==> config.mk <==
export PLATFORM = sky130hd
export DESIGN_NAME = false_position_root_search_top
export DESIGN_NICKNAME = d
export VERILOG_FILES = /design/src/fprs_pkg.sv /design/src/false_position_root_search_top.sv /design/src/fprs_mul.sv /design/src/fprs_div.sv
export SDC_FILE = /design/constraint.sdc
export NUM_CORES = 2
export LEC_CHECK = 0
export ABC_CLOCK_PERIOD_IN_PS = 10500
export CAP_MARGIN = 20
export CORE_UTILIZATION = 50
export DETAILED_ROUTE_END_ITERATION = 7
export DONT_BUFFER_PORTS = 1
export PLACE_DENSITY = 0.66
export SLEW_MARGIN = 10
export SYNTH_ARGS = -nofsm -noshare
export SYNTH_HDL_FRONTEND = slang
export SYNTH_HIERARCHICAL = 1
export SYNTH_SLANG_ARGS = --single-unit
==> constraint.sdc <==
create_clock -name clock -period 10.5 [get_ports clock]
set_clock_uncertainty 0.2 [all_clocks]
set_input_delay 1.05 -clock clock [delete_from_list [all_inputs] [get_ports clock]]
set_output_delay 1.05 -clock clock [all_outputs]
set_load 0.03 [all_outputs]
==> src/fprs_pkg.sv <==
package fprs_pkg;

   localparam int WORD_BITS = 32;
   localparam int FRAC_BITS = 16;
   localparam int PROD_BITS = 2 * WORD_BITS;
   localparam int ITER_BITS = 16;
   localparam int CALL_BITS = 17;
   localparam int ABS_TOL_BITS = 31;
   localparam int REL_TOL_BITS = 16;
   localparam int ADDR_BITS = 4;
   localparam int DATA_BITS = 32;

   // register indexes (word address)
   localparam logic [1:0] REG_ABS_TOL = 2'd0;
   localparam logic [1:0] REG_REL_TOL = 2'd1;
   localparam logic [1:0] REG_ITER_LIMIT = 2'd2;

   localparam logic [ABS_TOL_BITS-1:0] ABS_TOL_RESET = 31'd66;
   localparam logic [REL_TOL_BITS-1:0] REL_TOL_RESET = 16'd66;
   localparam logic [ITER_BITS-1:0] ITER_LIMIT_RESET = 16'd100;

   // action codes
   localparam logic ACT_START = 1'b0;
   localparam logic ACT_VALUE = 1'b1;

   // result kinds
   localparam logic KIND_PROBE = 1'b0;
   localparam logic KIND_DONE = 1'b1;

   // status codes
   localparam logic [2:0] STAT_PROGRESS = 3'd0;
   localparam logic [2:0] STAT_CONVERGED = 3'd1;
   localparam logic [2:0] STAT_SIGN_ERROR = 3'd2;
   localparam logic [2:0] STAT_NO_CONV = 3'd3;
   localparam logic [2:0] STAT_ORDER = 3'd4;

   typedef enum logic [1:0] {
      PH_IDLE,
      PH_WAIT_A,
      PH_WAIT_B,
      PH_WAIT_M
   } phase_type;

   typedef enum logic [2:0] {
      ST_READY,
      ST_MUL,
      ST_DIV,
      ST_RELMUL,
      ST_EMIT
   } ctrl_state_type;

   // magnitude of a signed word, as unsigned of the same width
   function automatic logic [WORD_BITS-1:0] mag_word(input logic [WORD_BITS-1:0] v);
      mag_word = v[WORD_BITS-1] ? (~v + 1'b1) : v;
   endfunction

endpackage

==> src/false_position_root_search_top.sv <==
// Bracketed false-position root search in Q16.16.
// Input channel (req_): a start item (action 0) brings the bracket ends; each
// value item (action 1) returns f at the point that was last asked for.
// Result channel (rsp_): one item per input item, either a request to
// evaluate f at rsp_point (kind 0) or the final answer (kind 1) with status.
// Registers on the csr_ port: abs tolerance, rel tolerance, iteration limit.
// A start or a first end value passes the result stage and then the result
// register on its way to rsp_valid. A value that leads to an interpolation
// runs the bit-serial multiplier for |dx|*|fa|, then the bit-serial divider,
// and its result is then loaded; a value after a probe first runs the
// multiplier on the relative tolerance product.
// One item is worked on at a time; the input is ready again once its result
// is loaded. The result register lets the next item be accepted while a
// result still waits; if the receiver stalls, the block holds the finished
// result and stops accepting after the following one is ready.
// Reset (synchronous) returns to idle, clears the search state and loads
// the register defaults.
module false_position_root_search_top (
   input  logic                               clock,
   input  logic                               reset,
   input  logic                               req_valid,
   output logic                               req_ready,
   input  logic                               req_action,
   input  logic signed [31:0]                 req_bracket_low,
   input  logic signed [31:0]                 req_bracket_high,
   input  logic signed [31:0]                 req_f_value,
   output logic                               rsp_valid,
   input  logic                               rsp_ready,
   output logic                               rsp_kind,
   output logic signed [31:0]                 rsp_point,
   output logic [2:0]                         rsp_status,
   output logic [15:0]                        rsp_iterations_done,
   output logic [16:0]                        rsp_function_calls,
   input  logic                               csr_psel,
   input  logic                               csr_penable,
   input  logic                               csr_pwrite,
   input  logic [fprs_pkg::ADDR_BITS-1:0]     csr_paddr,
   input  logic [fprs_pkg::DATA_BITS-1:0]     csr_pwdata,
   output logic [fprs_pkg::DATA_BITS-1:0]     csr_prdata,
   output logic                               csr_pready
);
   import fprs_pkg::*;

   ctrl_state_type state_ff, state_in;
   phase_type      phase_ff, phase_in;

   logic [WORD_BITS-1:0] end_a_ff, end_a_in;
   logic [WORD_BITS-1:0] end_b_ff, end_b_in;
   logic [WORD_BITS-1:0] value_a_ff, value_a_in;
   logic [WORD_BITS-1:0] value_b_ff, value_b_in;
   logic [WORD_BITS-1:0] probe_ff, probe_in;
   logic                 fm_zero_ff, fm_zero_in;
   logic [ITER_BITS-1:0] iter_ff, iter_in;
   logic [CALL_BITS-1:0] calls_ff, calls_in;

   logic [ABS_TOL_BITS-1:0] abs_tol_ff;
   logic [REL_TOL_BITS-1:0] rel_tol_ff;
   logic [ITER_BITS-1:0]    iter_limit_ff;

   logic                 res_kind_ff, res_kind_in;
   logic [WORD_BITS-1:0] res_point_ff, res_point_in;
   logic [2:0]           res_status_ff, res_status_in;

   logic                 rsp_valid_ff, rsp_valid_in;
   logic                 rsp_kind_ff;
   logic [WORD_BITS-1:0] rsp_point_ff;
   logic [2:0]           rsp_status_ff;
   logic [ITER_BITS-1:0] rsp_iter_ff;
   logic [CALL_BITS-1:0] rsp_calls_ff;
   logic                 load_rsp;

   logic                 mul_start, mul_rel, mul_done;
   logic [WORD_BITS-1:0] mul_a, mul_b;
   logic [PROD_BITS-1:0] mul_product;
   logic                 div_start, div_done;
   logic [WORD_BITS-1:0] div_quotient;

   logic [WORD_BITS:0]   dx;
   logic [WORD_BITS-1:0] dx_mag;
   logic [WORD_BITS-1:0] fa_mag, fb_mag;
   logic [WORD_BITS:0]   den;
   logic [WORD_BITS-1:0] new_point;
   logic                 converged;
   logic                 csr_write;

   // bracket width, magnitudes and interpolated point
   assign dx = {end_b_ff[WORD_BITS-1], end_b_ff} - {end_a_ff[WORD_BITS-1], end_a_ff};
   assign dx_mag = dx[WORD_BITS] ? WORD_BITS'(~dx + 1'b1) : dx[WORD_BITS-1:0];
   assign fa_mag = mag_word(value_a_ff);
   assign fb_mag = mag_word(value_b_ff);
   assign den = {1'b0, fa_mag} + {1'b0, fb_mag};
   always_comb begin
      if (den == '0) begin
         new_point = end_a_ff;
      end else if (dx[WORD_BITS]) begin
         new_point = end_a_ff - div_quotient;
      end else begin
         new_point = end_a_ff + div_quotient;
      end
   end

   // convergence after a probe value
   assign converged = fm_zero_ff
      || ({1'b0, dx_mag} < {2'b0, abs_tol_ff})
      || ({dx_mag, {FRAC_BITS{1'b0}}} < mul_product[WORD_BITS+FRAC_BITS-1:0]);

   // multiplier operands: rel product or interpolation product
   assign mul_a = mul_rel ? {{(WORD_BITS-REL_TOL_BITS){1'b0}}, rel_tol_ff} : dx_mag;
   assign mul_b = mul_rel ? mag_word(probe_ff) : fa_mag;

   fprs_mul u_mul (
      .clock   (clock),
      .reset   (reset),
      .start   (mul_start),
      .op_a    (mul_a),
      .op_b    (mul_b),
      .done    (mul_done),
      .product (mul_product)
   );

   fprs_div u_div (
      .clock    (clock),
      .reset    (reset),
      .start    (div_start),
      .dividend (mul_product),
      .divisor  (den),
      .done     (div_done),
      .quotient (div_quotient)
   );

   assign req_ready = (state_ff == ST_READY);
   assign load_rsp = (state_ff == ST_EMIT) && (!rsp_valid_ff || rsp_ready);

   // control sequencer
   always_comb begin
      state_in = state_ff;
      phase_in = phase_ff;
      end_a_in = end_a_ff;
      end_b_in = end_b_ff;
      value_a_in = value_a_ff;
      value_b_in = value_b_ff;
      probe_in = probe_ff;
      fm_zero_in = fm_zero_ff;
      iter_in = iter_ff;
      calls_in = calls_ff;
      res_kind_in = res_kind_ff;
      res_point_in = res_point_ff;
      res_status_in = res_status_ff;
      mul_start = 1'b0;
      mul_rel = 1'b0;
      div_start = 1'b0;
      case (state_ff)
         ST_READY: begin
            if (req_valid) begin
               state_in = ST_EMIT;
               res_kind_in = KIND_PROBE;
               res_status_in = STAT_PROGRESS;
               if (req_action == ACT_START) begin
                  end_a_in = req_bracket_low;
                  end_b_in = req_bracket_high;
                  value_a_in = '0;
                  value_b_in = '0;
                  probe_in = '0;
                  iter_in = '0;
                  calls_in = CALL_BITS'(1);
                  phase_in = PH_WAIT_A;
                  res_point_in = req_bracket_low;
               end else begin
                  case (phase_ff)
                     PH_WAIT_A: begin
                        value_a_in = req_f_value;
                        calls_in = CALL_BITS'(2);
                        phase_in = PH_WAIT_B;
                        res_point_in = end_b_ff;
                     end
                     PH_WAIT_B: begin
                        value_b_in = req_f_value;
                        res_kind_in = KIND_DONE;
                        phase_in = PH_IDLE;
                        if (value_a_ff == '0) begin
                           res_point_in = end_a_ff;
                           res_status_in = STAT_CONVERGED;
                        end else if (req_f_value == '0) begin
                           res_point_in = end_b_ff;
                           res_status_in = STAT_CONVERGED;
                        end else if (value_a_ff[WORD_BITS-1] == req_f_value[WORD_BITS-1]) begin
                           res_point_in = '0;
                           res_status_in = STAT_SIGN_ERROR;
                        end else if (iter_limit_ff == '0) begin
                           res_point_in = end_a_ff;
                           res_status_in = STAT_NO_CONV;
                        end else begin
                           phase_in = PH_WAIT_B;
                           iter_in = iter_ff + 1'b1;
                           mul_start = 1'b1;
                           state_in = ST_MUL;
                        end
                     end
                     PH_WAIT_M: begin
                        if (req_f_value[WORD_BITS-1] == value_b_ff[WORD_BITS-1]) begin
                           end_b_in = probe_ff;
                           value_b_in = req_f_value;
                        end else begin
                           end_a_in = probe_ff;
                           value_a_in = req_f_value;
                        end
                        fm_zero_in = (req_f_value == '0);
                        mul_start = 1'b1;
                        mul_rel = 1'b1;
                        state_in = ST_RELMUL;
                     end
                     default: begin
                        res_kind_in = KIND_DONE;
                        res_point_in = '0;
                        res_status_in = STAT_ORDER;
                     end
                  endcase
               end
            end
         end
         ST_MUL: begin
            if (mul_done) begin
               div_start = 1'b1;
               state_in = ST_DIV;
            end
         end
         ST_DIV: begin
            if (div_done) begin
               probe_in = new_point;
               calls_in = calls_ff + 1'b1;
               phase_in = PH_WAIT_M;
               res_kind_in = KIND_PROBE;
               res_point_in = new_point;
               res_status_in = STAT_PROGRESS;
               state_in = ST_EMIT;
            end
         end
         ST_RELMUL: begin
            if (mul_done) begin
               if (converged) begin
                  res_kind_in = KIND_DONE;
                  res_point_in = probe_ff;
                  res_status_in = STAT_CONVERGED;
                  phase_in = PH_IDLE;
                  state_in = ST_EMIT;
               end else if (iter_ff >= iter_limit_ff) begin
                  res_kind_in = KIND_DONE;
                  res_point_in = end_a_ff;
                  res_status_in = STAT_NO_CONV;
                  phase_in = PH_IDLE;
                  state_in = ST_EMIT;
               end else begin
                  iter_in = iter_ff + 1'b1;
                  mul_start = 1'b1;
                  state_in = ST_MUL;
               end
            end
         end
         ST_EMIT: begin
            if (load_rsp) begin
               state_in = ST_READY;
            end
         end
         default: begin
            state_in = ST_READY;
         end
      endcase
   end

   // state and search registers
   always_ff @(posedge clock) begin
      if (reset) begin
         state_ff <= ST_READY;
         phase_ff <= PH_IDLE;
         end_a_ff <= '0;
         end_b_ff <= '0;
         value_a_ff <= '0;
         value_b_ff <= '0;
         probe_ff <= '0;
         iter_ff <= '0;
         calls_ff <= '0;
      end else begin
         state_ff <= state_in;
         phase_ff <= phase_in;
         end_a_ff <= end_a_in;
         end_b_ff <= end_b_in;
         value_a_ff <= value_a_in;
         value_b_ff <= value_b_in;
         probe_ff <= probe_in;
         iter_ff <= iter_in;
         calls_ff <= calls_in;
      end
      fm_zero_ff <= fm_zero_in;
      res_kind_ff <= res_kind_in;
      res_point_ff <= res_point_in;
      res_status_ff <= res_status_in;
   end

   // result register
   always_comb begin
      rsp_valid_in = rsp_valid_ff;
      if (load_rsp) begin
         rsp_valid_in = 1'b1;
      end else if (rsp_ready) begin
         rsp_valid_in = 1'b0;
      end
   end

   always_ff @(posedge clock) begin
      if (reset) begin
         rsp_valid_ff <= 1'b0;
      end else begin
         rsp_valid_ff <= rsp_valid_in;
      end
      if (load_rsp) begin
         rsp_kind_ff <= res_kind_ff;
         rsp_point_ff <= res_point_ff;
         rsp_status_ff <= res_status_ff;
         rsp_iter_ff <= iter_ff;
         rsp_calls_ff <= calls_ff;
      end
   end

   assign rsp_valid = rsp_valid_ff;
   assign rsp_kind = rsp_kind_ff;
   assign rsp_point = rsp_point_ff;
   assign rsp_status = rsp_status_ff;
   assign rsp_iterations_done = rsp_iter_ff;
   assign rsp_function_calls = rsp_calls_ff;

   // configuration registers
   assign csr_write = csr_psel && csr_penable && csr_pwrite;
   always_ff @(posedge clock) begin
      if (reset) begin
         abs_tol_ff <= ABS_TOL_RESET;
         rel_tol_ff <= REL_TOL_RESET;
         iter_limit_ff <= ITER_LIMIT_RESET;
      end else if (csr_write) begin
         case (csr_paddr[3:2])
            REG_ABS_TOL: abs_tol_ff <= csr_pwdata[ABS_TOL_BITS-1:0];
            REG_REL_TOL: rel_tol_ff <= csr_pwdata[REL_TOL_BITS-1:0];
            REG_ITER_LIMIT: iter_limit_ff <= csr_pwdata[ITER_BITS-1:0];
            default: begin
            end
         endcase
      end
   end

   // register read
   always_comb begin
      case (csr_paddr[3:2])
         REG_ABS_TOL: csr_prdata = {{(DATA_BITS-ABS_TOL_BITS){1'b0}}, abs_tol_ff};
         REG_REL_TOL: csr_prdata = {{(DATA_BITS-REL_TOL_BITS){1'b0}}, rel_tol_ff};
         REG_ITER_LIMIT: csr_prdata = {{(DATA_BITS-ITER_BITS){1'b0}}, iter_limit_ff};
         default: csr_prdata = '0;
      endcase
   end

   assign csr_pready = 1'b1;

endmodule

==> src/fprs_mul.sv <==
module fprs_mul (
   input  logic                              clock,
   input  logic                              reset,
   input  logic                              start,
   input  logic [fprs_pkg::WORD_BITS-1:0]    op_a,
   input  logic [fprs_pkg::WORD_BITS-1:0]    op_b,
   output logic                              done,
   output logic [fprs_pkg::PROD_BITS-1:0]    product
);
   import fprs_pkg::*;

   localparam int CNT_BITS = $clog2(WORD_BITS + 1);

   logic [PROD_BITS-1:0] mcand_ff, mcand_in;
   logic [WORD_BITS-1:0] mplier_ff, mplier_in;
   logic [PROD_BITS-1:0] acc_ff, acc_in;
   logic [CNT_BITS-1:0]  count_ff, count_in;
   logic                 run_ff, run_in;
   logic                 done_ff, done_in;

   // shift-add, one multiplier bit per cycle
   always_comb begin
      mcand_in = mcand_ff;
      mplier_in = mplier_ff;
      acc_in = acc_ff;
      count_in = count_ff;
      run_in = run_ff;
      done_in = 1'b0;
      if (start) begin
         mcand_in = {{(PROD_BITS-WORD_BITS){1'b0}}, op_a};
         mplier_in = op_b;
         acc_in = '0;
         count_in = CNT_BITS'(WORD_BITS);
         run_in = 1'b1;
      end else if (run_ff) begin
         if (mplier_ff[0]) begin
            acc_in = acc_ff + mcand_ff;
         end
         mcand_in = {mcand_ff[PROD_BITS-2:0], 1'b0};
         mplier_in = {1'b0, mplier_ff[WORD_BITS-1:1]};
         count_in = count_ff - 1'b1;
         if (count_ff == CNT_BITS'(1)) begin
            run_in = 1'b0;
            done_in = 1'b1;
         end
      end
   end

   always_ff @(posedge clock) begin
      mcand_ff <= mcand_in;
      mplier_ff <= mplier_in;
      acc_ff <= acc_in;
      count_ff <= count_in;
      if (reset) begin
         run_ff <= 1'b0;
         done_ff <= 1'b0;
      end else begin
         run_ff <= run_in;
         done_ff <= done_in;
      end
   end

   assign done = done_ff;
   assign product = acc_ff;

endmodule

==> src/fprs_div.sv <==
module fprs_div (
   input  logic                              clock,
   input  logic                              reset,
   input  logic                              start,
   input  logic [fprs_pkg::PROD_BITS-1:0]    dividend,
   input  logic [fprs_pkg::WORD_BITS:0]      divisor,
   output logic                              done,
   output logic [fprs_pkg::WORD_BITS-1:0]    quotient
);
   import fprs_pkg::*;

   localparam int CNT_BITS = $clog2(PROD_BITS + 1);
   localparam int REM_BITS = WORD_BITS + 2;

   logic [PROD_BITS-1:0] dvd_ff, dvd_in;
   logic [WORD_BITS:0]   dvs_ff, dvs_in;
   logic [REM_BITS-1:0]  rem_ff, rem_in;
   logic [CNT_BITS-1:0]  count_ff, count_in;
   logic                 run_ff, run_in;
   logic                 done_ff, done_in;
   logic [REM_BITS-1:0]  shifted;
   logic [REM_BITS-1:0]  trial;

   // restoring division, one quotient bit per cycle
   always_comb begin
      dvd_in = dvd_ff;
      dvs_in = dvs_ff;
      rem_in = rem_ff;
      count_in = count_ff;
      run_in = run_ff;
      done_in = 1'b0;
      shifted = {rem_ff[REM_BITS-2:0], dvd_ff[PROD_BITS-1]};
      trial = shifted - {1'b0, dvs_ff};
      if (start) begin
         dvd_in = dividend;
         dvs_in = divisor;
         rem_in = '0;
         count_in = CNT_BITS'(PROD_BITS);
         run_in = 1'b1;
      end else if (run_ff) begin
         if (!trial[REM_BITS-1]) begin
            rem_in = trial;
         end else begin
            rem_in = shifted;
         end
         dvd_in = {dvd_ff[PROD_BITS-2:0], ~trial[REM_BITS-1]};
         count_in = count_ff - 1'b1;
         if (count_ff == CNT_BITS'(1)) begin
            run_in = 1'b0;
            done_in = 1'b1;
         end
      end
   end

   always_ff @(posedge clock) begin
      dvd_ff <= dvd_in;
      dvs_ff <= dvs_in;
      rem_ff <= rem_in;
      count_ff <= count_in;
      if (reset) begin
         run_ff <= 1'b0;
         done_ff <= 1'b0;
      end else begin
         run_ff <= run_in;
         done_ff <= done_in;
      end
   end

   assign done = done_ff;
   assign quotient = dvd_ff[WORD_BITS-1:0];

endmodule

==> metrics.txt <==
Clock transition at path regs 0.06 ns; Post-synth EDFFs 267; First DRT Iteration DRCs 3852; DRT Pass-1 Iters 6; Mapped Cells 5307; Routed Antenna Nets 0; R2R depth 30; CP endpoint kind register; DIE AREA 92400 µm²; WP data required 10.57 ns; Synth Register Bits 675; Max clock buf depth 3; Final period util 84.5%; antenna violations before repair 8; Worst setup SP type register; leakage 18.9 nW; sequential element share of the synthesized area 35.5%; drt total wl 139000 µm; Final Hold Viols 0; number of hold buffers added after CTS 0; # fillers 8292; switch share 39.5%; Layout Cells excl Fill 6336; clk sink count 675; Max Clk Rate 113 MHz; pwr/cell area 212 nW/µm²; FF/Latch Area 16200 µm²; Overflow after GRT 0; Max-slew headroom 20.0%; Pint 0.00625 W; Hold Startpoint res_point_ff[29]; Reg2Reg Launch Point end_b_ff[0]; Die Height 304 µm; CTS H-tree depth 3; worst hold path depth 0; Flop pwr share 32.0%; Least-Margin Pin Slew 1.20 ns; Vias/cell 6.19; first-pass GRT wire length 214000 µm; number of I/O port buffers 0; WL/cell 22.0 µm; start point of the critical path end_b_ff[0]; Synth Cell Area 45600 µm²; Multi-input gate area 27000 µm²; Synth-to-Final Area Change 6.87%; io pins 244; crit path kind register to register; number of synthesis warnings 6; NetSw 0.00408 W; Setup Total Neg Slack 0 ns; Cell Count Post-Placement 6181; combinational share of power 40.2%; Root Buffer clkbuf_16; clock latency on the worst-skew pair 0.67 ns; Hold Path Class register to register; commonest non-fill, non-tap cell in the layout nand2_1; Final Wtd Congestion 0.973; Post-synth top flop dfxtp_1; RSZ-0062 raised after global routing false; count of cell types in the netlist 119; core area 90100 µm²; max-cap viol count 0; drt drc 0; outcome completed; most frequent CP cell buf_4; largest net degree at the start of global routing 233; Max FO, Critical Path 64; Post-Syn Nets 5737; Die X 304 µm; all-layer global routing usage 29.3%; hpwl dp 102000 µm; initial cell density of the core 50.6%; Nets 5519; Peak VDD IR 166 µV; via count 39200; FP Rows 110; most frequent cells in the layout nand2_1, a21oi_1, nor2_1, dfxtp_1, ha_1; Crit path arrival time 8.95 ns; CTS tree done; Post-CTS Repair Setup Buffers 0; TritonCTS Buffers 78; layout cell share with drive strength beyond 1 8.30%; clock share of power 27.8%; Slowest cell on crit path buf_4; Final Setup Violations 0; Post-synth ARST share 0%; synthesized area per cell 8.59 µm²; fin. max-slew vios 0; CP peak stage delay 0.70 ns; vias in the first global route 36300; Period minus WS final 8.88 ns; Resize count post-CTS 0
## routing by layer
layer	vias up	wire length, µm	track usage, %
li1	18800	-	-
met1	18800	63500	42.5
met2	1431	60600	44.6
met3	239	10700	4.26
met4	2	4520	9.56
met5	-	11	0
## critical path, delay by kind of cell, from the launching register on
family,cells,cell delay (ns)
xor+xnor,1,0.61
compound gates,13,2.58
buf+inv,4,1.37
simple gates,9,2.39
flops,1,0.36
fa+ha+maj,3,0.89
## power by group through the flow
stage	combinational [W]	clock (W)	sequential, W
2_1_floorplan	0.00300	0	0.00325
3_3_place_gp	0.00395	0	0.00335
3_5_place_dp	0.00402	0	0.00336
4_1_cts	0.00405	0.00291	0.00330
5_1_grt	0.00457	0.00301	0.00333
6_report	0.00415	0.00287	0.00331
## logic make-up after synthesis
family	Yosys count	share of synthesized area (%)
simple gates	1664	17.0
compound gates	1457	20.7
flops	675	35.5
buf+inv	596	5.55
xor+xnor	317	6.10
mux	306	7.09
fa+ha+maj	290	8.04
other cells	2	0.0165
## registers in the layout, indices dropped and copies added, names as in the netlist, 33 cells and up
name	flops
u_div/dvs_ff	33
u_div/dvd_ff	64
u_mul/product	64
u_div/rem_ff	33
u_mul/mcand_ff	64
## cell type report
type	count	area share [%]
clock inverter	46	1.00
sequential	675	33.2
timing repair buffer	46	0.801
multi-input combinational	4036	55.4
clock buffer	99	4.55
inverter	252	1.94
tap	1176	3.02
antenna	6	0.0308
## Yosys cell counts, drive strengths merged, types with 18 or more instances
library cell	count	area share [%]
a31oi	78	1.1
a21oi	504	5.5
edfxtp	267	18
nand2	561	4.6
o31ai	49	0.85
o21ai	230	2.5
nor2	468	3.9
a22oi	36	0.59
and3	38	0.54
o21bai	32	0.53
nand3	161	1.8
o221a	26	0.64
or3	50	0.70
or4	22	0.37
o211ai	32	0.55
o21a	38	0.63
mux2i	171	3.8
and2	45	0.63
nor4	33	0.47
xor2	130	2.5
clkbuf	239	2.0
xnor2	187	3.6
nor2b	33	0.45
ha	285	7.8
nand2b	42	0.58
o41ai	20	0.40
nand4	51	0.70
buf	102	1.4
a211oi	124	2.0
mux2	135	3.3
inv	251	2.1
dfxtp	408	18
a21o	135	2.2
nor3	83	0.95
o311ai	18	0.35
or2	23	0.32
## path summary, 6_finish.rpt
| path | to | slack (ns) |
|---|---|---|
| worst max-delay path | u_mul/mcand_ff[1] | 1.62 |
| worst min-delay path | rsp_point[29] | 0.22 |
| worst min register to register | rsp_point[29] | 0.22 |
| worst max register to register | u_mul/mcand_ff[1] | 1.62 |
## metrics by stage
stage               util [%]  worst slack (ns)  instance area, µm²  total power (W)  hold WS, ns
floorplan                  -              2.65               45600          0.00626        0.200
global placement        51.0              1.87               46000          0.00731        0.202
detailed placement      51.0              1.78               46000          0.00738        0.205
CTS                     54.0              1.74               48700           0.0103        0.218
global route            54.1             0.867               48700           0.0109        0.222
finish                  54.1              1.62               48700           0.0103        0.216
No activity file was read; power rests on OpenSTA's default activity.
